--- src/hw/rtl/gce_pkg.sv ---
// Shared constants, types and helper functions of the grayscale cross erosion block.
// No dependencies; every other RTL file except gce_ram imports this package.
`default_nettype none

package gce_pkg;

   // Frame limits and field widths.
   localparam int MAX_COLUMNS = 1024;
   localparam int MAX_ROWS = 1024;
   localparam int PIX_W = 8;
   localparam int CFG_W = 11;
   localparam int COLUMNS_RESET = 1024;
   localparam int ROWS_RESET = 1024;

   // Pixel window: two rows plus one pixel, addressed by raster index modulo depth.
   localparam int WIN_DEPTH = 2 * MAX_COLUMNS + 1;
   localparam int SLOT_W = $clog2(WIN_DEPTH);

   // Pixel counters must hold the frame size itself.
   localparam int TOTAL_W = $clog2(MAX_COLUMNS * MAX_ROWS + 1);

   // Queue between the front and back parts.
   localparam int QUEUE_DEPTH = 4;
   localparam int QPTR_W = $clog2(QUEUE_DEPTH);
   localparam int QCNT_W = $clog2(QUEUE_DEPTH + 1);

   // Configuration register indexes.
   localparam int CSR_IDX_W = 1;
   localparam logic [CSR_IDX_W-1:0] CSR_COLUMNS = 1'd0;
   localparam logic [CSR_IDX_W-1:0] CSR_ROWS = 1'd1;

   // Item opcodes.
   localparam logic OP_PIXEL = 1'b0;
   localparam logic OP_FLUSH = 1'b1;

   // Neighbour positions.
   localparam int NB_COUNT = 4;
   localparam int NB_NORTH = 0;
   localparam int NB_SOUTH = 1;
   localparam int NB_EAST = 2;
   localparam int NB_WEST = 3;

   typedef struct packed {
      logic [PIX_W-1:0] north;
      logic [PIX_W-1:0] south;
      logic [PIX_W-1:0] east;
      logic [PIX_W-1:0] west;
      logic             frame_last;
   } gce_operands_type;

   function automatic logic [CFG_W-1:0] clamp_columns(input logic [CFG_W-1:0] value);
      logic [CFG_W-1:0] used;
      used = value;
      if (value == '0) begin
         used = CFG_W'(1);
      end else if (int'(value) > MAX_COLUMNS) begin
         used = CFG_W'(MAX_COLUMNS);
      end
      return used;
   endfunction

   function automatic logic [CFG_W-1:0] clamp_rows(input logic [CFG_W-1:0] value);
      logic [CFG_W-1:0] used;
      used = value;
      if (value == '0) begin
         used = CFG_W'(1);
      end else if (int'(value) > MAX_ROWS) begin
         used = CFG_W'(MAX_ROWS);
      end
      return used;
   endfunction

endpackage

`default_nettype wire

--- src/hw/rtl/gce_back.sv ---
// Back part: takes operand records from the queue, forms the minimum of the four
// neighbours and holds the result in the output register. Depends on gce_pkg.
`default_nettype none

module gce_back import gce_pkg::*; (
   input  wire logic              clock,
   input  wire logic              reset,
   input  wire logic              q_valid,
   input  wire gce_operands_type  q_data,
   output logic                   q_pop,
   input  wire logic              pop,
   output logic                   empty,
   output logic [PIX_W-1:0]       rsp_eroded_pixel,
   output logic                   rsp_frame_last
);

   logic             out_valid_ff, out_valid_in;
   logic [PIX_W-1:0] out_pixel_ff, out_pixel_in;
   logic             out_last_ff, out_last_in;
   logic [PIX_W-1:0] min_ns, min_ew;
   logic             load;

   always_comb begin
      min_ns = (q_data.north < q_data.south) ? q_data.north : q_data.south;
      min_ew = (q_data.east < q_data.west) ? q_data.east : q_data.west;
      out_pixel_in = (min_ns < min_ew) ? min_ns : min_ew;
      out_last_in = q_data.frame_last;

      // The output register refills in the same cycle that its item is taken.
      load = q_valid && (!out_valid_ff || pop);
      out_valid_in = load || (out_valid_ff && !pop);
   end

   always_ff @(posedge clock) begin
      if (reset) begin
         out_valid_ff <= 1'b0;
      end else begin
         out_valid_ff <= out_valid_in;
      end
   end

   always_ff @(posedge clock) begin
      if (load) begin
         out_pixel_ff <= out_pixel_in;
         out_last_ff <= out_last_in;
      end
   end

   assign q_pop = load;
   assign empty = !out_valid_ff;
   assign rsp_eroded_pixel = out_pixel_ff;
   assign rsp_frame_last = out_last_ff;

endmodule

`default_nettype wire

--- config.mk ---
export PLATFORM = sky130hd
export DESIGN_NAME = gce_back
export DESIGN_NICKNAME = d
export VERILOG_FILES = /design/src/hw/rtl/gce_pkg.sv /design/src/hw/rtl/gce_back.sv
export SDC_FILE = /design/constraint.sdc
export NUM_CORES = 1
export LEC_CHECK = 0
export BUFFER_PORTS_ARGS = -buffer_cell sky130_fd_sc_hd__buf_4
export CAP_MARGIN = 20
export CORE_MARGIN = 1
export CORE_UTILIZATION = 40
export DETAILED_ROUTE_END_ITERATION = 10
export PLACE_DENSITY = 0.75
export SETUP_SLACK_MARGIN = 0.5
export SYNTH_ARGS = -nofsm -noshare
export SYNTH_HDL_FRONTEND = slang
export SYNTH_SLANG_ARGS = --single-unit
--- constraint.sdc ---
create_clock -name clock -period 12.32 [get_ports clock]
set_clock_uncertainty 0.15 [all_clocks]
set_input_delay 3.696 -clock clock [delete_from_list [all_inputs] [get_ports clock]]
set_output_delay 3.696 -clock clock [all_outputs]
set_load 0.05 [all_outputs]
## Word level (Yosys, flattened, before mapping)

Index checks and enable logic that the tools add are counted.

| storage, ports and cells | value |
|---|---|
| register bits | 10 |
| input bits | 37 |
| logic and storage cells | 15 |

| operators by class | value |
|---|---|
| order comparisons | 3 |
| muxes and demuxes | 3 |
| reductions and logical operators | 6 |

Operators with widths:

| operator | count |
|---|---|
| $lt A8 B8 Y1 | 3 |
| $mux W8 | 3 |
| $logic_and A1 B1 Y1 | 2 |
| $logic_not A1 Y1 | 2 |
| $logic_or A1 B1 Y1 | 2 |

## Longest topological paths before layout

Gate-level depths: netlist of the first run.

| depth | value |
|---|---|
| depth in word-level cells | 4 |
| gate-level depth with buffers | 16 |

## Worst setup path before layout of the first run

OpenSTA, ideal clock, no wires.

| path | value |
|---|---|
| path type | input-to-output |
| start | input pop |
| end | output q_pop |
| arrival time | 5.507 ns |
| required time | 8.474 ns |
| slack | 2.967 ns |
| stages on the path | 2 |
| path through | inv_1 a21boi_0 |

| on the way | value |
|---|---|
| cells in the longest elaborated chain, start to end | 2 |

Ends and longest elaborated chain:

| item | RTL line | RTL |
|---|---|---|
| start: declaration | gce_back.sv:11 | `input wire logic pop,` |
| $logic_or A1 B1 Y1 | gce_back.sv:30 | `load = q_valid && (!out_valid_ff \|\| pop);` |
| $logic_and A1 B1 Y1 | gce_back.sv:30 |  |
| end: declaration | gce_back.sv:10 | `output logic q_pop,` |

No other way between the ends.

## Worst setup path in the final report of the first run

Ends and elaborated chain as after synthesis.

==> results of run 1 <==
-- where the power goes --
group | total [uW] | internal [uW] | switching, uW | leakage, uW
Clock | 21.6 | 11.6 | 9.94 | 0.0000154
Combinational | 79.9 | 34.6 | 45.4 | 0.000731
Sequential | 44.8 | 43.5 | 1.30 | 0.0000953
Total | 146 | 89.7 | 56.6 | 0.000842
-- area by class of cell --
type                    count  area [um^2]
inverters                  23         86.3
flip-flops and latches     10          290
fillers                   241         1020
repair buffers             48          360
clock buffers               3         22.5
clock inverters             1         3.75
multi-input cells          79          747
well taps                  30         37.5
-- registers in the layout, summed over array words and instances (netlist names) --
signal	count
out_valid_ff	1
rsp_eroded_pixel	8
rsp_frame_last	1
-- final timing paths --
check | startpoint | endpoint | cells after the start
worst max-delay path | pop | q_pop | 4
worst min-delay path | out_valid_ff$_SDFF_PP0_ | out_valid_ff$_SDFF_PP0_ | 2
worst max register to register | out_valid_ff$_SDFF_PP0_ | rsp_frame_last$_DFFE_PP_ | 2
worst min register to register | out_valid_ff$_SDFF_PP0_ | out_valid_ff$_SDFF_PP0_ | 2
-- per-stage QoR --
step,hold WS (ns),util,std cells,cell area [um^2]
final,0.387,0.603,194,1550
after CTS,0.392,0.603,194,1550
after global routing,0.425,0.603,194,1550
after global placement,0.337,0.593,190,1520
after detailed placement,0.384,0.593,190,1520
after floorplan,0.318,-,113,1130
-- cell families after synthesis --
family / Yosys count
AOI/OAI and AO/OA: 21
adders and majority gates: 21
buffers and inverters: 24
muxes: 23
and+or+nand+nor: 14
DFF: 10
-- routing by layer --
layer,routed length [um],global-route usage,up-vias
li1,-,-,517
met1,963,0.173,441
met2,1200,0.312,28
met3,104,0.0234,4
met4,33,0.0714,0
met5,0,0,-
-- worst max-delay path, stage by stage --
cell	delay, ns
buf_4	0.08
inv_1	0.04
a21boi_0	0.25
buf_4	0.25
-- cell usage in the layout, fill, tap and decap left out --
cell and count:
a21o_1 1, o21a_1 2, o31ai_4 1, edfxtp_1 9, nand2b_1 2, inv_1 23, nor2b_1 2, or2b_2 1
a311oi_4 1, ha_1 21, a22oi_1 1, a2111o_1 1, nand4_1 2, dfxtp_1 1, a21oi_1 6, mux2i_1 23
buf_4 48, nor2_1 3, and4_2 1, o21ai_0 4, a21boi_0 2, o31a_2 1, clkinv_1 1, a2111oi_0 1
nand3_1 2, clkbuf_4 3, nand2_1 1
==> results.md, run 1 <==
* Synth async-reset ratio at 0
* Post-synthesis register bit count at 10
* Setup bufs post-CTS at 0
* Relative slew slack at 0.476
* Outcome: finished clean
* Worst vdd ir at 0.0000679 V
* Maximum number of pins on one net before global-route repair at 10
* Clock root cell: clkbuf_4
* Fin. Hold Viols at 0
* Clock sinks at 10
* Clock-pin slew on the worst setup and hold paths at about 0.06 ns
* Post-CTS Hold Buffers at 0
* DP HPWL at around 2100 um
* Power Total at ~150 uW
* # setup viols final at 0
* Synth Flop Type: edfxtp_1
* Post-synth cell types at 25
* Crit-path max FO at 2
* Overflow after GRT at 0
* Post-synth EDFFs at 9
* Vias per std cell at 5.10
* Vias at between 900 and 1000
* Pre-antenna DRT Iters at 4
* Num CTS Buffers at 3
* Mapped Nets at 171
* Vias in the first global route at approximately 1000
* Mapped Area at around 1100 um^2
* Yosys top cell by area: edfxtp_1
* Full die area at approximately 3000 um^2
* Chip width at 55.3 um
* H-tree Lvls at 1
* Routability cong. at approximately 0.76
* Fmax at between 0.1 and 0.15 GHz
* Final ANT Viol Nets at 0
* DR iter-0 viols at 5
* Register area share after synthesis at 0.256
* Hold Path Class: reg -> reg
* Setup TNS at 0 ns
* Critical Path RT at ~8.5 ns
* GRT Total Usage at 0.162
* Post-Route WL at ~2300 um
* Pre-CTS setup slack at about 4.2 ns
* XOR/XNOR share of the synthesized area at 0
* N_diodes at 0
* R2R setup slack at 11.08 ns
* Crit. End Element: output pin
* Leakage at 0.000842 uW
* Dominant cells by area after synthesis: edfxtp_1, ha_1, mux2i_1
* Core ar. at ~2600 um^2
* Compound-Gate Fraction of Synth Area at 0.152
* Cells after Synth at ~110
* Post-synth top area share at 0.238
* Port-buffer cells at 47
* Adder-cell area share of the yosys netlist at 0.232
* Worst-Skew Late Latency at roughly 0.26 ns
* DRC viols at 0
* Startpoint types: input port
* Data arrival, critical path at 4.31 ns
* Die Ht at roughly 55 um
* Nets@finish at about 220
* Yosys warning count at 0
* First-pass GRT wire length at 4020 um
* Main combinational cell family by area after synthesis: adder cells
* Final Cycle Share at 0.662
* # rows at 18
* Share of layout cells above drive strength 1 at 0.341
* RSZ-0062 raised after global routing: false
* Initial Util at 0.442
* Syn Area/Cell at ~10 um^2
* Setup ws final at about 4.2 ns
* Worst-margin pin slew at around 0.77 ns
* CTS tree: built
* Crit path time final at 8.16 ns
* Setup CP Type: in -> out
* Initial antenna violation count at 0
* Max-cap violation count at 0
* Post-cts resize count at 0
* Simple-gate share of the synthesized area at 0.0717
* P&R area growth vs syn at 36.4%
* Synth cell count leaders: inv_1, mux2i_1, ha_1
* Deepest clock path buffer count at 2
* Mux cell area share after synthesis at 0.203
* Post-DR wirelength/cell at 11.9 um
* Io pins at 48
* Max-slew violation count at 0
* Power per standard cell area at 94.5 nW/um^2
Note: power is estimated with default switching activity, not from simulation.
==> run 2, diff against run 1 <==
ABC_AREA = 1   (was not set)
PLACE_DENSITY = 0.73   (was 0.75)
clock period = 8.2 ns   (was 12.32 ns; I/O delays follow)
==> results.md, run 2 <==
* CTS tree: built (unchanged)
* Post-place instance area at 1670 um^2 (was 1520 um^2)
* DR iter-0 viols at 18 (was 5)
* Worst-Skew Late Latency at 0.25 ns (was 0.26 ns)
* GRT Total Usage at 0.147 (was 0.162)
* Initial antenna violation count at 0 (unchanged)
* # setup viols final at 0 (unchanged)
* Pre-antenna DRT Iters at 4 (unchanged)
* Net Sw Frac at 0.446 (was 0.387)
* Power per standard cell area at 157 nW/um^2 (was 94.5 nW/um^2)
* Chip width at 58.5 um (was 55.3 um)
* R2R Path Start: out_valid_ff$_SDFF_PP0_ (unchanged)
* Critical Path RT at 5.59 ns (was 8.47 ns)
* N_diodes at 0 (unchanged)
* Die Ht at 58.5 um (was 55.3 um)
* Hold Path Class: reg -> reg (unchanged)
* Sequential power share at 0.267 (was 0.306)
* Post-synth top area share at 0.212 (was 0.238)
* Io pins at 48 (unchanged)
* Mapped Nets at 240 (was 171)
* # rows at 20 (was 18)
* Synth cell count leaders: nand2_1, inv_1, ha_1 (was inv_1, mux2i_1, ha_1)
* Post-CTS Hold Buffers at 0 (unchanged)
* Maximum number of pins on one net before global-route repair at 16 (was 10)
* Fmax at approximately 0.16 GHz
* Post-synthesis register bit count at 10 (unchanged)
* Relative slew slack at 0.399 (was 0.476)
* Reg2reg path depth at 1 (was 2)
* First-pass GRT wire length at 3960 um (was 4020 um)
* Leakage at 0.000973 uW (was 0.000842 uW)
* Clock power share at 0.127 (was 0.147)
* Most common cell after layout, fill and taps aside: buf_4 (unchanged)
* Num CTS Buffers at 3 (unchanged)
* Crit. End Element: output pin (unchanged)
* Critical R2R Capture: rsp_eroded_pixel[6]$_DFFE_PP_ (was rsp_frame_last$_DFFE_PP_)
* Initial Util at 0.421 (was 0.442)
* Synth Flop Type: edfxtp_1 (unchanged)
* Setup CP Type: in -> out (unchanged)
* Yosys top cell by area: edfxtp_1 (unchanged)
* Setup TNS at 0 ns (unchanged)
* Overflow after GRT at 0 (unchanged)
* DRC viols at 0 (unchanged)
* H-tree Lvls at 1 (unchanged)
* Port-buffer cells at 47 (unchanged)
* Core ar. at 3030 um^2 (was 2570 um^2)
* Post-synth EDFFs at 9 (unchanged)
* Max-slew violation count at 0 (unchanged)
* Post-Route WL at 2350 um (was 2300 um)
* Data arrival, critical path at 3.60 ns (was 4.31 ns)
* Nets@finish at 290 (was 223)
* Power Internal at 147 uW (was 89.7 uW)
* Full die area at 3420 um^2 (was 3050 um^2)
* Crit path time final at 6.21 ns
* Worst-margin pin slew at 0.901 ns (was 0.766 ns)
* Top-count cell post-synth: nand2_1
* Power Total at 266 uW (was 146 uW)
* Vias at 1214 (was 990)
* Worst vdd ir at 0.0000607 V (was 0.0000679 V)
* Post-route cell area at 1690 um^2 (was 1550 um^2)
* Mapped Area at 1270 um^2 (was 1130 um^2)
* Clock sinks at 10 (unchanged)
* Clock-pin slew on the worst setup and hold paths at 0.06 ns (about the same)
* End of the critical path: q_pop (unchanged)
* R2R setup slack at 6.64 ns (was 11.08 ns)
* Vias in the first global route at 1033 (was 1003)
* RSZ-0062 raised after global routing: false (unchanged)
* Combinational power share at 0.606 (was 0.546)
* Deepest clock path buffer count at 2 (unchanged)
* Register area share after synthesis at 0.228 (was 0.256)
* Startpoint types: input port (unchanged)
* Pre-CTS setup slack at 1.97 ns (was 4.16 ns)
* Synth async-reset ratio at 0 (unchanged)
* Share of layout cells above drive strength 1 at 0.325 (was 0.341)
* Yosys warning count at 0 (unchanged)
* Post-DR wirelength/cell at 8.53 um (was 11.9 um)
* Fin. Hold Viols at 0 (unchanged)
* Most frequent cells in the layout: buf_4, nand2_1, inv_1 (was buf_4, inv_1, mux2i_1)
* Syn Area/Cell at 7.01 um^2 (was 10.0 um^2)
* Crit-path max FO at 10 (was 2)
* Clock root cell: clkbuf_4 (unchanged)
* Post-cts resize count at 0 (unchanged)
* Routability cong. at 0.781 (was 0.759)
* Switch Pwr at 119 uW (was 56.6 uW)
* Vias per std cell at 4.41 (was 5.10)
* Max reg flops at 8 (unchanged)
* Worst Setup SP: q_valid (was pop)
* Outcome: finished clean (unchanged)
* Cells after Synth at 182 (was 113)
* Final ANT Viol Nets at 0 (unchanged)
* Setup bufs post-CTS at 0 (unchanged)
* Max-cap violation count at 0 (unchanged)
* DP HPWL at 2060 um (was 2130 um)
* P&R area growth vs syn at 32.7% (was 36.4%)
* Post-synth cell types at 19 (was 25)
* Dominant cells by area after synthesis: edfxtp_1, ha_1, nand2_1 (was edfxtp_1, ha_1, mux2i_1)
* Number of filler cells placed in the layout at 312 (was 241)
* Setup ws final at 1.99 ns (was 4.16 ns)
* Final Cycle Share at 0.757
## run 2: changes by cell type after synthesis, sizes merged, moves of 3 or more
cell | before | now
nand2 | 1 | 61
a21oi | 6 | 15
nand3 | 2 | 10
nor2 | 3 | 13
o21ai | 4 | 7
inv | 23 | 40
mux2i | 23 | 0
## run 2: power by group through the flow
stage / Clock, uW / Combinational, uW / Sequential, uW
floorplan: 0 / 89.8 / 102
global placement: 0 / 161 / 72.2
detailed placement: 0 / 163 / 72.3
CTS: 34.6 / 164 / 71.2
global route: 37.7 / 180 / 72.1
finish: 33.7 / 161 / 71.1
## run 2: stage by stage
stage / util / hold slack, ns / instances
after floorplan: - / 0.296 / 182
after global placement: 0.550 / 0.321 / 271
after detailed placement: 0.550 / 0.317 / 271
after CTS: 0.559 / 0.326 / 275
after global routing: 0.559 / 0.357 / 275
final: 0.559 / 0.323 / 275
## run 2: worst min path at each step
stage               slack, ns                      end  cells past startpoint               startpoint
floorplan                0.30  out_valid_ff$_SDFF_PP0_                      2  out_valid_ff$_SDFF_PP0_
global placement         0.32  out_valid_ff$_SDFF_PP0_                      2  out_valid_ff$_SDFF_PP0_
detailed placement       0.32  out_valid_ff$_SDFF_PP0_                      2  out_valid_ff$_SDFF_PP0_
CTS                      0.33  out_valid_ff$_SDFF_PP0_                      2  out_valid_ff$_SDFF_PP0_
global route             0.36  out_valid_ff$_SDFF_PP0_                      2  out_valid_ff$_SDFF_PP0_
finish                   0.32  out_valid_ff$_SDFF_PP0_                      2  out_valid_ff$_SDFF_PP0_
## run 2: cell families (layout without fill, tap and decap cells)
| family | Yosys count | count (layout) | synth area share |
|---|---|---|---|
| flip-flops | 10 | 10 | 0.228 |
| buffers and inverters | 42 | 91 | 0.131 |
| adder cells (fa/ha/maj) | 21 | 21 | 0.206 |
| AND/OR/NAND/NOR | 86 | 86 | 0.330 |
| AO/OA/AOI/OAI | 23 | 23 | 0.105 |
## run 2: cell type report
cell class	count	area (um^2)	share of cell area
inverters	40	150	0.0888
well taps	44	55.1	0.0325
flip-flops and latches	10	290	0.172
repair buffers	47	353	0.209
clock buffers	4	26.3	0.0155
multi-input cells	130	817	0.483
## run 2: per-layer routing
metal	GRT usage	share of wire	vias to the layer above
li1	-	-	670
met1	0.180	0.45	510
met2	0.263	0.50	30
met3	0.0220	0.043	4
met4	0.0510	0.0072	0
met5	0	0	-
## run 2: critical path: stages
cell	delay (ns)
buf_4	0.08
inv_1	0.04
a21oi_1	0.69
buf_4	0.33
