===== src/hw/rtl/gce_pkg.sv =====
// Shared constants, types and helper functions of the grayscale cross erosion block.
// No dependencies; every other RTL file except gce_ram imports this package.
`default_nettype none

package gce_pkg;

   // Frame limits and field widths.
   localparam int MAX_COLUMNS = 1024;
   localparam int MAX_ROWS = 1024;
   localparam int PIX_W = 8;
   localparam int CFG_W = 11;
   localparam int COLUMNS_RESET = 1024;
   localparam int ROWS_RESET = 1024;

   // Pixel window: two rows plus one pixel, addressed by raster index modulo depth.
   localparam int WIN_DEPTH = 2 * MAX_COLUMNS + 1;
   localparam int SLOT_W = $clog2(WIN_DEPTH);

   // Pixel counters must hold the frame size itself.
   localparam int TOTAL_W = $clog2(MAX_COLUMNS * MAX_ROWS + 1);

   // Queue between the front and back parts.
   localparam int QUEUE_DEPTH = 4;
   localparam int QPTR_W = $clog2(QUEUE_DEPTH);
   localparam int QCNT_W = $clog2(QUEUE_DEPTH + 1);

   // Configuration register indexes.
   localparam int CSR_IDX_W = 1;
   localparam logic [CSR_IDX_W-1:0] CSR_COLUMNS = 1'd0;
   localparam logic [CSR_IDX_W-1:0] CSR_ROWS = 1'd1;

   // Item opcodes.
   localparam logic OP_PIXEL = 1'b0;
   localparam logic OP_FLUSH = 1'b1;

   // Neighbour positions.
   localparam int NB_COUNT = 4;
   localparam int NB_NORTH = 0;
   localparam int NB_SOUTH = 1;
   localparam int NB_EAST = 2;
   localparam int NB_WEST = 3;

   typedef struct packed {
      logic [PIX_W-1:0] north;
      logic [PIX_W-1:0] south;
      logic [PIX_W-1:0] east;
      logic [PIX_W-1:0] west;
      logic             frame_last;
   } gce_operands_type;

   function automatic logic [CFG_W-1:0] clamp_columns(input logic [CFG_W-1:0] value);
      logic [CFG_W-1:0] used;
      used = value;
      if (value == '0) begin
         used = CFG_W'(1);
      end else if (int'(value) > MAX_COLUMNS) begin
         used = CFG_W'(MAX_COLUMNS);
      end
      return used;
   endfunction

   function automatic logic [CFG_W-1:0] clamp_rows(input logic [CFG_W-1:0] value);
      logic [CFG_W-1:0] used;
      used = value;
      if (value == '0) begin
         used = CFG_W'(1);
      end else if (int'(value) > MAX_ROWS) begin
         used = CFG_W'(MAX_ROWS);
      end
      return used;
   endfunction

endpackage

`default_nettype wire


===== src/hw/rtl/gce_fifo.sv =====
// Short register queue of operand records between the front and back parts.
// Depends on gce_pkg for the record type and the depth.
`default_nettype none

module gce_fifo import gce_pkg::*; (
   input  wire logic              clock,
   input  wire logic              reset,
   input  wire logic              push,
   input  wire gce_operands_type  push_data,
   input  wire logic              pop,
   output gce_operands_type       head,
   output logic                   not_empty,
   output logic [QCNT_W-1:0]      level
);

   gce_operands_type storage_ff [QUEUE_DEPTH];
   logic [QPTR_W-1:0] wr_ptr_ff, wr_ptr_in, rd_ptr_ff, rd_ptr_in;
   logic [QCNT_W-1:0] count_ff, count_in;

   always_comb begin
      wr_ptr_in = wr_ptr_ff;
      rd_ptr_in = rd_ptr_ff;
      count_in = count_ff;
      if (push) begin
         wr_ptr_in = (wr_ptr_ff == QPTR_W'(QUEUE_DEPTH - 1)) ? '0 : wr_ptr_ff + QPTR_W'(1);
      end
      if (pop) begin
         rd_ptr_in = (rd_ptr_ff == QPTR_W'(QUEUE_DEPTH - 1)) ? '0 : rd_ptr_ff + QPTR_W'(1);
      end
      if (push && !pop) begin
         count_in = count_ff + QCNT_W'(1);
      end else if (pop && !push) begin
         count_in = count_ff - QCNT_W'(1);
      end
   end

   always_ff @(posedge clock) begin
      if (reset) begin
         wr_ptr_ff <= '0;
         rd_ptr_ff <= '0;
         count_ff <= '0;
      end else begin
         wr_ptr_ff <= wr_ptr_in;
         rd_ptr_ff <= rd_ptr_in;
         count_ff <= count_in;
      end
   end

   always_ff @(posedge clock) begin
      if (push) begin
         storage_ff[wr_ptr_ff] <= push_data;
      end
   end

   assign head = storage_ff[rd_ptr_ff];
   assign not_empty = count_ff != '0;
   assign level = count_ff;

endmodule

`default_nettype wire


===== config.mk =====
export PLATFORM = sky130hd
export DESIGN_NAME = gce_fifo
export DESIGN_NICKNAME = d
export VERILOG_FILES = /design/src/hw/rtl/gce_pkg.sv /design/src/hw/rtl/gce_fifo.sv
export SDC_FILE = /design/constraint.sdc
export NUM_CORES = 1
export LEC_CHECK = 0
export ABC_AREA = 1
export CORE_MARGIN = 1
export CORE_UTILIZATION = 45
export CTS_CLUSTER_DIAMETER = 30
export CTS_CLUSTER_SIZE = 28
export DETAILED_ROUTE_END_ITERATION = 7
export DONT_BUFFER_PORTS = 1
export HOLD_SLACK_MARGIN = 0.06
export SLEW_MARGIN = 15
export SYNTH_ARGS = -nofsm -noshare
export SYNTH_HDL_FRONTEND = slang
export SYNTH_SLANG_ARGS = --single-unit

===== constraint.sdc =====
create_clock -name clock -period 1.9 [get_ports clock]
set_input_delay 0 -clock clock [delete_from_list [all_inputs] [get_ports clock]]
set_output_delay 0 -clock clock [all_outputs]
set_load 0.01 [all_outputs]

### Yosys cells after proc, flatten, opt, wreduce, memory -nomap -nowiden

Memory sizes are Yosys's and may differ from the RTL's. A register that Yosys moved wholly into a read port is not among the register bits.
Index checks and enable logic that the tools add are counted.

| operators by class | value |
|---|---|
| equality and inequality tests | 2 |
| reduce and logical (&&, ||, !) cells | 6 |
| $add $sub $neg | 4 |
| multiplexer cells | 8 |

Operators by type and width:

| kind | number |
|---|---|
| 2-bit two-way mux | 4 |
| 3-bit two-way mux | 2 |
| 2-bit by 1-bit adder with 2-bit output (second input constant) | 2 |
| 2-bit equality test (second input constant) | 2 |
| 3-bit by 1-bit adder with 3-bit output (second input constant) | 1 |
| 3-bit nonzero test | 1 |
| 3-bit by 1-bit subtractor with 3-bit output (second input constant) | 1 |
| 1-bit logical AND | 2 |
| 1-bit logical NOT | 2 |
| 1-bit two-way mux | 2 |
| 2-bit nonzero test | 1 |

| word-level totals | value |
|---|---|
| bits of input ports | 37 |
| bits in registers | 7 |
| memories | 1 |
| bits in writable memories | 132 |
| output and inout bits | 37 |
| logic and storage cells | 24 |

Memory list:

| memory | depth | width | rd ports | clocked after memory_dff | wr ports | line | text |
|---|---|---|---|---|---|---|---|
| storage_ff | 4 | 33 | 1 | 1 | 1 | gce_fifo.sv:16 | `gce_operands_type storage_ff [QUEUE_DEPTH];` |

### Depth between registers and ports, before layout

Gate-level depths: netlist of the first run.

| depth | value |
|---|---|
| depth after elaboration | 4 |
| mapped depth | 10 |
| depth with buffers taken out | 10 |

### Worst setup path after synthesis of the first run

No wires, ideal clock.

| timing path | value |
|---|---|
| path kind | register -> register |
| from | register wr_ptr_ff[0] |
| to | memory storage_ff[3][0] (netlist bit) (enable) |
| data required time | 1.512 ns |
| data arrival time | 1.242 ns |
| period minus slack after synthesis | 1.630 ns |
| path buffers | 0 |
| path slack | 0.270 ns |
| setup time | 0.388 ns |
| cell stages (with the launch flop) | 4 |
| cell sequence | dfxtp_1 > ha_1 > nand2_1 > inv_1 |

RTL lines:

| item | line | text |
|---|---|---|
| from (decl) | gce_fifo.sv:17 | `logic [QPTR_W-1:0] wr_ptr_ff, wr_ptr_in, rd_ptr_ff, rd_ptr_in;` |
| from (signal assigned) | gce_fifo.sv:43 | `wr_ptr_ff <= wr_ptr_in;` |
| to (decl) | gce_fifo.sv:16 |  |

Straight into the memory's write port.

==> results by group, run 1 <==
Timing
  • Max-slew violations: 0
  • Setup TNS Final: 0 ns
  • Worst clock skew: between 0.005 and 0.006 ns
  • Hold Fails Final Rpt: 0
  • Slew at the pin closest to its max-slew limit: 0.513 ns
  • Maximum clock rate: 574 MHz
  • Final setup viols: 0
  • Slew HR: 0.658
  • Final period utilization: 0.917
  • Tmin final: ~1.7 ns
  • Final WS setup: about 0.16 ns
  • RSZ-0062 raised after global routing: no

Critical path
  • CP top delay family: compound AO/OA/AOI/OAI gates
  • Critical path class: flip-flop to output port
  • Buf+Inv Stages, Crit Path: 1
  • Slowest cell on crit path: dfxtp_2
  • CP Max Fanout: 30
  • Worst setup SP type: flip-flop
  • Crit path largest cell delay: roughly 0.45 ns
  • Critical Path AT: approximately 1.7 ns
  • Worst endpoint required time: 1.90 ns
  • Crit. End Element: output port
  • Crit path cell chain: buf_4 -> o21ai_0 -> o22ai_1

Logic synthesis
  • Yosys warning total: 0
  • Post-Syn Instances: approximately 380
  • Mapped Nets: roughly 420
  • Sequential area share after synthesis: 0.773
  • Post-Syn Area per Cell: between 10 and 15 sq um
  • Synth area leaders: edfxtp_1, nor2_1, o21ai_0
  • Mapped Area: 0.00536 sq mm
  • Top-area cell type share of the netlist area: 0.739
  • Synth area leader: edfxtp_1
  • Netlist cell types: 21
  • Synth Register Bits: ~140

Clocking
  • Clock latency on the worst-skew pair: 0.41 ns
  • CTS Buf Count: 17
  • Postcts setup bufs: 0
  • Worst-path clk slew: around 0.06 ns
  • CTS sink cnt: 141
  • H-tree depth: 4
  • Clock buffer depth: 2
  • CTS tree: yes
  • Clk root buf: clkbuf_16

Power
  • Sw Share: 0.221
  • Power Dens Cells: 1130 mW/mm^2
  • Register share of total power: 0.497
  • Max VDD drop: slightly below 0.8 mV
  • PnR Total Power: 7.24 mW
  • Psw: 1.60 mW
  • Comb power frac: 0.084
  • Clock share of power: 0.419
  • Pleak: between 2 and 2.5 nW
  • Total internal power: 5.64 mW

Layout
  • ANT cells: 0
  • Share of cells above drive strength 1: 0.0845
  • Nets: about 470
  • Fin cells: ~580
  • Area grow syn2layout: 19.9%
  • Fillcell total: slightly above 900

Floorplan
  • Site row count: 39
  • Die Span Y: between 100 and 150 um
  • Initial Utilization: 0.466
  • DIE AREA: between 0.01 and 0.015 sq mm
  • Core Region: around 0.012 sq mm
  • Die Width: around 110 um
  • Top Ports: 74

Route
  • Vias: slightly above 3000
  • Drt initial violations: roughly 240
  • Wirelength, routed: 10400 um
  • DRC errors left: 9
  • Wire length per cell: ~18 um
  • Vias/cell: ~5.3
  • Antenna-violating nets left: 0
  • 1st-pass router iterations: 7

Run status
  • Status: complete, but fails checks
  • Failing checks: DRC

Run
  • Max-Cap Viols: 0

GRT
  • First-pass GRT wire length: ~16000 um
  • Vias in the first global route: 3116
  • Largest net degree at the start of global routing: 67
  • GRT overflow: 0
  • Initial antenna violation count: 0
  • GRT Overall Usage: 0.180

Place
  • Placed cells: 511
  • Pre-CTS setup slack: about 0.22 ns
  • Detail Placement HPWL: 5840 um
  • I/O Buffers: 0
  • RD Place Congestion: 0.705

Hold path
  • Hold Path Class: input pin to flip-flop
==> power by group through the flow <==
stage,Clock (mW),Combinational [mW],Sequential [mW]
detailed placement,0,0.526,3.66
global placement,0,0.516,3.66
floorplan,0,0.406,3.65
CTS,3.09,0.622,3.60
global route,3.21,0.679,3.61
finish,3.03,0.610,3.60
==> repair_timing <==
item,in CTS,in global routing
hold buffers,38,0
hold endpoints to repair,157,0
resized for setup,0,1
setup endpoints to repair,0,1
==> sequential cells by signal, indices dropped and copies added (netlist names), named ones only <==
register / count
level: 3
rd_ptr_ff: 2
storage_ff: 132
wr_ptr_ff: 2
==> final cells by class <==
type                            count  area [sq um]  share of cell area
Timing Repair Buffer               48           493              0.0767
Tap cell                          143           179              0.0278
Clock inverter                     11           100              0.0156
Clock buffer                       21           440              0.0685
Inverter                           16          61.3             0.00954
Multi-Input combinational cell    201          1010               0.157
Sequential cell                   141          4150               0.645
==> layer usage <==
layer | share of wire | track usage | up-vias
met5 | 0 | 0 | -
met4 | 0.018 | 0.0901 | 0
met3 | 0.063 | 0.0727 | 14
met2 | 0.50 | 0.288 | 86
met1 | 0.42 | 0.210 | 1508
li1 | - | - | 1493
==> stage by stage <==
stage | hold slack (ns) | instance area [sq um] | utilization
floorplan | 0.0724 | 5360 | -
global placement | 0.0746 | 5500 | 0.478
detailed placement | 0.0754 | 5500 | 0.478
CTS | 0.0874 | 6420 | 0.558
global route | 0.109 | 6430 | 0.558
finish | 0.0713 | 6430 | 0.558
==> final timing paths <==
path | from | endpoint | slack (ns) | cells past startpoint
setup reg to reg | wr_ptr_ff[1] | storage_ff[1][11] | 0.26 | 5
hold reg to reg | rd_ptr_ff[1] | rd_ptr_ff[1] | 0.54 | 2
hold / removal | push | storage_ff[1][32] | 0.07 | 2
setup / recovery | flip-flop | head[28] | 0.16 | 3
==> cell families (layout without fill, tap and decap cells) <==
| group | after synthesis | after routing | synth area share |
|---|---|---|---|
| fa+ha+maj | 7 | 7 | 0.0177 |
| simple gates | 88 | 88 | 0.0628 |
| flops | 141 | 141 | 0.773 |
| compound gates | 105 | 105 | 0.106 |
| buf+inv | 36 | 96 | 0.0392 |
| xor+xnor | 1 | 1 | 0.00163 |
==> cell usage in the layout (no fill, tap or decap) <==
cell | synthesis | final
dfxtp_1 | 9 | 8
dlygate4sd3_1 | 0 | 38
clkinv_2 | 0 | 6
a21oi_1 | 3 | 3
buf_4 | 3 | 7
nand2_1 | 9 | 9
nand4_1 | 1 | 1
buf_12 | 0 | 3
o21ai_0 | 51 | 51
nand3_1 | 1 | 1
inv_1 | 14 | 10
clkbuf_1 | 1 | 4
edfxtp_1 | 132 | 132
dfxtp_2 | 0 | 1
fa_1 | 1 | 1
nor3_1 | 2 | 2
nor2_1 | 75 | 75
inv_2 | 2 | 1
o22ai_1 | 33 | 33
xor2_1 | 1 | 1
clkbuf_16 | 0 | 17
clkinv_1 | 0 | 8
bufinv_16 | 0 | 2
ha_1 | 6 | 6
o21ai_1 | 18 | 18
==> Yosys cell counts (all sizes together) <==
| cell type | count |
|---|---|
| a21oi | 3 |
| buf | 17 |
| clkbuf | 3 |
| dfxtp | 9 |
| edfxtp | 132 |
| fa | 1 |
| ha | 6 |
| inv | 16 |
| nand2 | 9 |
| nand3 | 1 |
| nand4 | 1 |
| nor2 | 75 |
| nor3 | 2 |
| o21ai | 69 |
| o22ai | 33 |
| xor2 | 1 |
Note: power is estimated with default switching activity, not from simulation.
==> run 2, diff against run 1 <==
- CELL_PAD_IN_SITES_DETAIL_PLACEMENT: not set -> 1
- CELL_PAD_IN_SITES_GLOBAL_PLACEMENT: not set -> 1
- PLACE_DENSITY_LB_ADDON: not set -> 0.1
==> results by group, run 2 (synthesis gave the netlist of run 1 again) <==
Run status
  • Status: complete, but fails checks
  • Failing checks: DRC

Route
  • DRC errors left: 8
  • 1st-pass router iterations: 6
  • Vias/cell: around 5.4
  • Antenna-violating nets left: 0
  • Wire length per cell: about 20 um
  • Drt initial violations: roughly 140
  • Wirelength, routed: around 11000 um
  • Vias: between 3000 and 4000

Power
  • Psw: 1.57 mW
  • Pleak: 2.18 nW
  • Comb power frac: 0.091
  • Total internal power: roughly 5.4 mW
  • Power Dens Cells: between 1000 and 1500 mW/mm^2
  • Sw Share: 0.227
  • Max VDD drop: ~0.63 mV
  • Register share of total power: 0.520
  • Clock share of power: 0.389

Floorplan
  • Site row count: 39
  • Top Ports: 74
  • Die Span Y: approximately 110 um
  • Core Region: about 0.012 sq mm
  • Die Width: 111 um
  • DIE AREA: between 0.01 and 0.015 sq mm
  • Initial Utilization: 0.466

Critical path
  • Critical Path AT: roughly 1.7 ns
  • Critical path class: flip-flop to output port
  • Worst endpoint required time: around 1.9 ns
  • Worst setup SP type: flip-flop
  • CP Max Fanout: 26
  • Crit. End Element: output port

Timing
  • Final WS setup: approximately 0.16 ns
  • Tmin final: 1.74 ns
  • Final setup viols: 0
  • Slew HR: 0.643
  • Final period utilization: 0.917
  • Worst clock skew: around 0.006 ns
  • Maximum clock rate: between 500 and 600 MHz
  • Setup TNS Final: 0 ns
  • Hold Fails Final Rpt: 0
  • Max-slew violations: 0
  • Slew at the pin closest to its max-slew limit: ~0.53 ns
  • RSZ-0062 raised after global routing: no

Layout
  • Share of cells above drive strength 1: 0.0826
  • Commonest non-fill, non-tap cell in the layout: edfxtp_1
  • Largest register FFs: 132
  • Biggest register: storage_ff
  • Nets: about 470
  • Most frequent cells in the layout: edfxtp_1, nor2_1, o21ai_0
  • ANT cells: 0
  • Area grow syn2layout: 18.7%

Clocking
  • Postcts setup bufs: 0
  • CTS tree: yes
  • Worst-path clk slew: 0.05 ns
  • Clk root buf: clkbuf_16
  • CTS Buf Count: 17
  • CTS sink cnt: 141
  • Clock buffer depth: 2
  • Clock latency on the worst-skew pair: roughly 0.41 ns
  • H-tree depth: 4

Place
  • RD Place Congestion: about 0.72
  • Pre-CTS setup slack: between 0.4 and 0.5 ns
  • Detail Placement HPWL: around 6600 um
  • I/O Buffers: 0

GRT
  • First-pass GRT wire length: 18000 um
  • Largest net degree at the start of global routing: between 40 and 50
  • Vias in the first global route: roughly 3400
  • GRT Overall Usage: 0.202
  • Initial antenna violation count: 0
  • GRT overflow: 0

Run
  • Max-Cap Viols: 0

Hold path
  • Hold Path Class: input pin to flip-flop
run 2: final cells by class:
class | instances | area, sq um
sequential | 141 | 4150
multi-input combinational | 201 | 1010
fill | 1118 | 5150
timing repair buffer | 51 | 503
clock buffer | 21 | 440
clock inverter | 6 | 26.3
tap | 143 | 179
inverter | 16 | 61.3
run 2: routing by layer:
metal,global-route usage,wire length (um),share of wire,vias to the layer above
met4,0.0946,177,0.016,0
met3,0.0634,532,0.047,11
met2,0.337,5660,0.50,63
met1,0.238,4960,0.44,1571
met5,0,0,0,-
li1,-,-,-,1495
run 2: final timing paths:
| kind | endpoint | cells past startpoint | slack, ns | start |
|---|---|---|---|---|
| max reg2reg | wr_ptr_ff[0] | 5 | 0.41 | wr_ptr_ff[0] |
| min | storage_ff[2][32] | 1 | 0.29 | push_data[32] |
| max | head[19] | 4 | 0.16 | flip-flop |
| min reg2reg | wr_ptr_ff[1] | 2 | 0.55 | wr_ptr_ff[1] |
run 2: through the flow:
step / instances / hold WS (ns) / total power, mW / area, sq um / util
floorplan: 378 / 0.0724 / 4.06 / 5360 / -
global placement: 514 / 0.0751 / 4.19 / 5510 / 0.479
detailed placement: 514 / 0.0750 / 4.20 / 5510 / 0.479
CTS: 579 / 0.267 / 6.99 / 6360 / 0.552
global route: 579 / 0.287 / 7.20 / 6360 / 0.552
finish: 579 / 0.291 / 6.92 / 6360 / 0.552
run 2: repair_timing:
item | CTS | global route
gates resized for setup | 0 | 1
hold buffers | 38 | 0
setup endpoints to repair | 0 | 3
endpoints found under the hold margin | 187 | 0
run 2: power groups by stage:
| stage | Combinational, mW | Clock [mW] | Sequential, mW |
|---|---|---|---|
| after floorplan | 0.406 | 0 | 3.65 |
| after global placement | 0.530 | 0 | 3.66 |
| after detailed placement | 0.541 | 0 | 3.66 |
| after CTS | 0.641 | 2.75 | 3.60 |
| after global routing | 0.703 | 2.89 | 3.61 |
| final | 0.630 | 2.69 | 3.60 |
run 2: worst max-delay path: stages (launching register included):
cell	delay [ns]
dfxtp_2	0.33
inv_2	0.33
buf_12	0.23
o21ai_0	0.15
o22ai_1	0.28
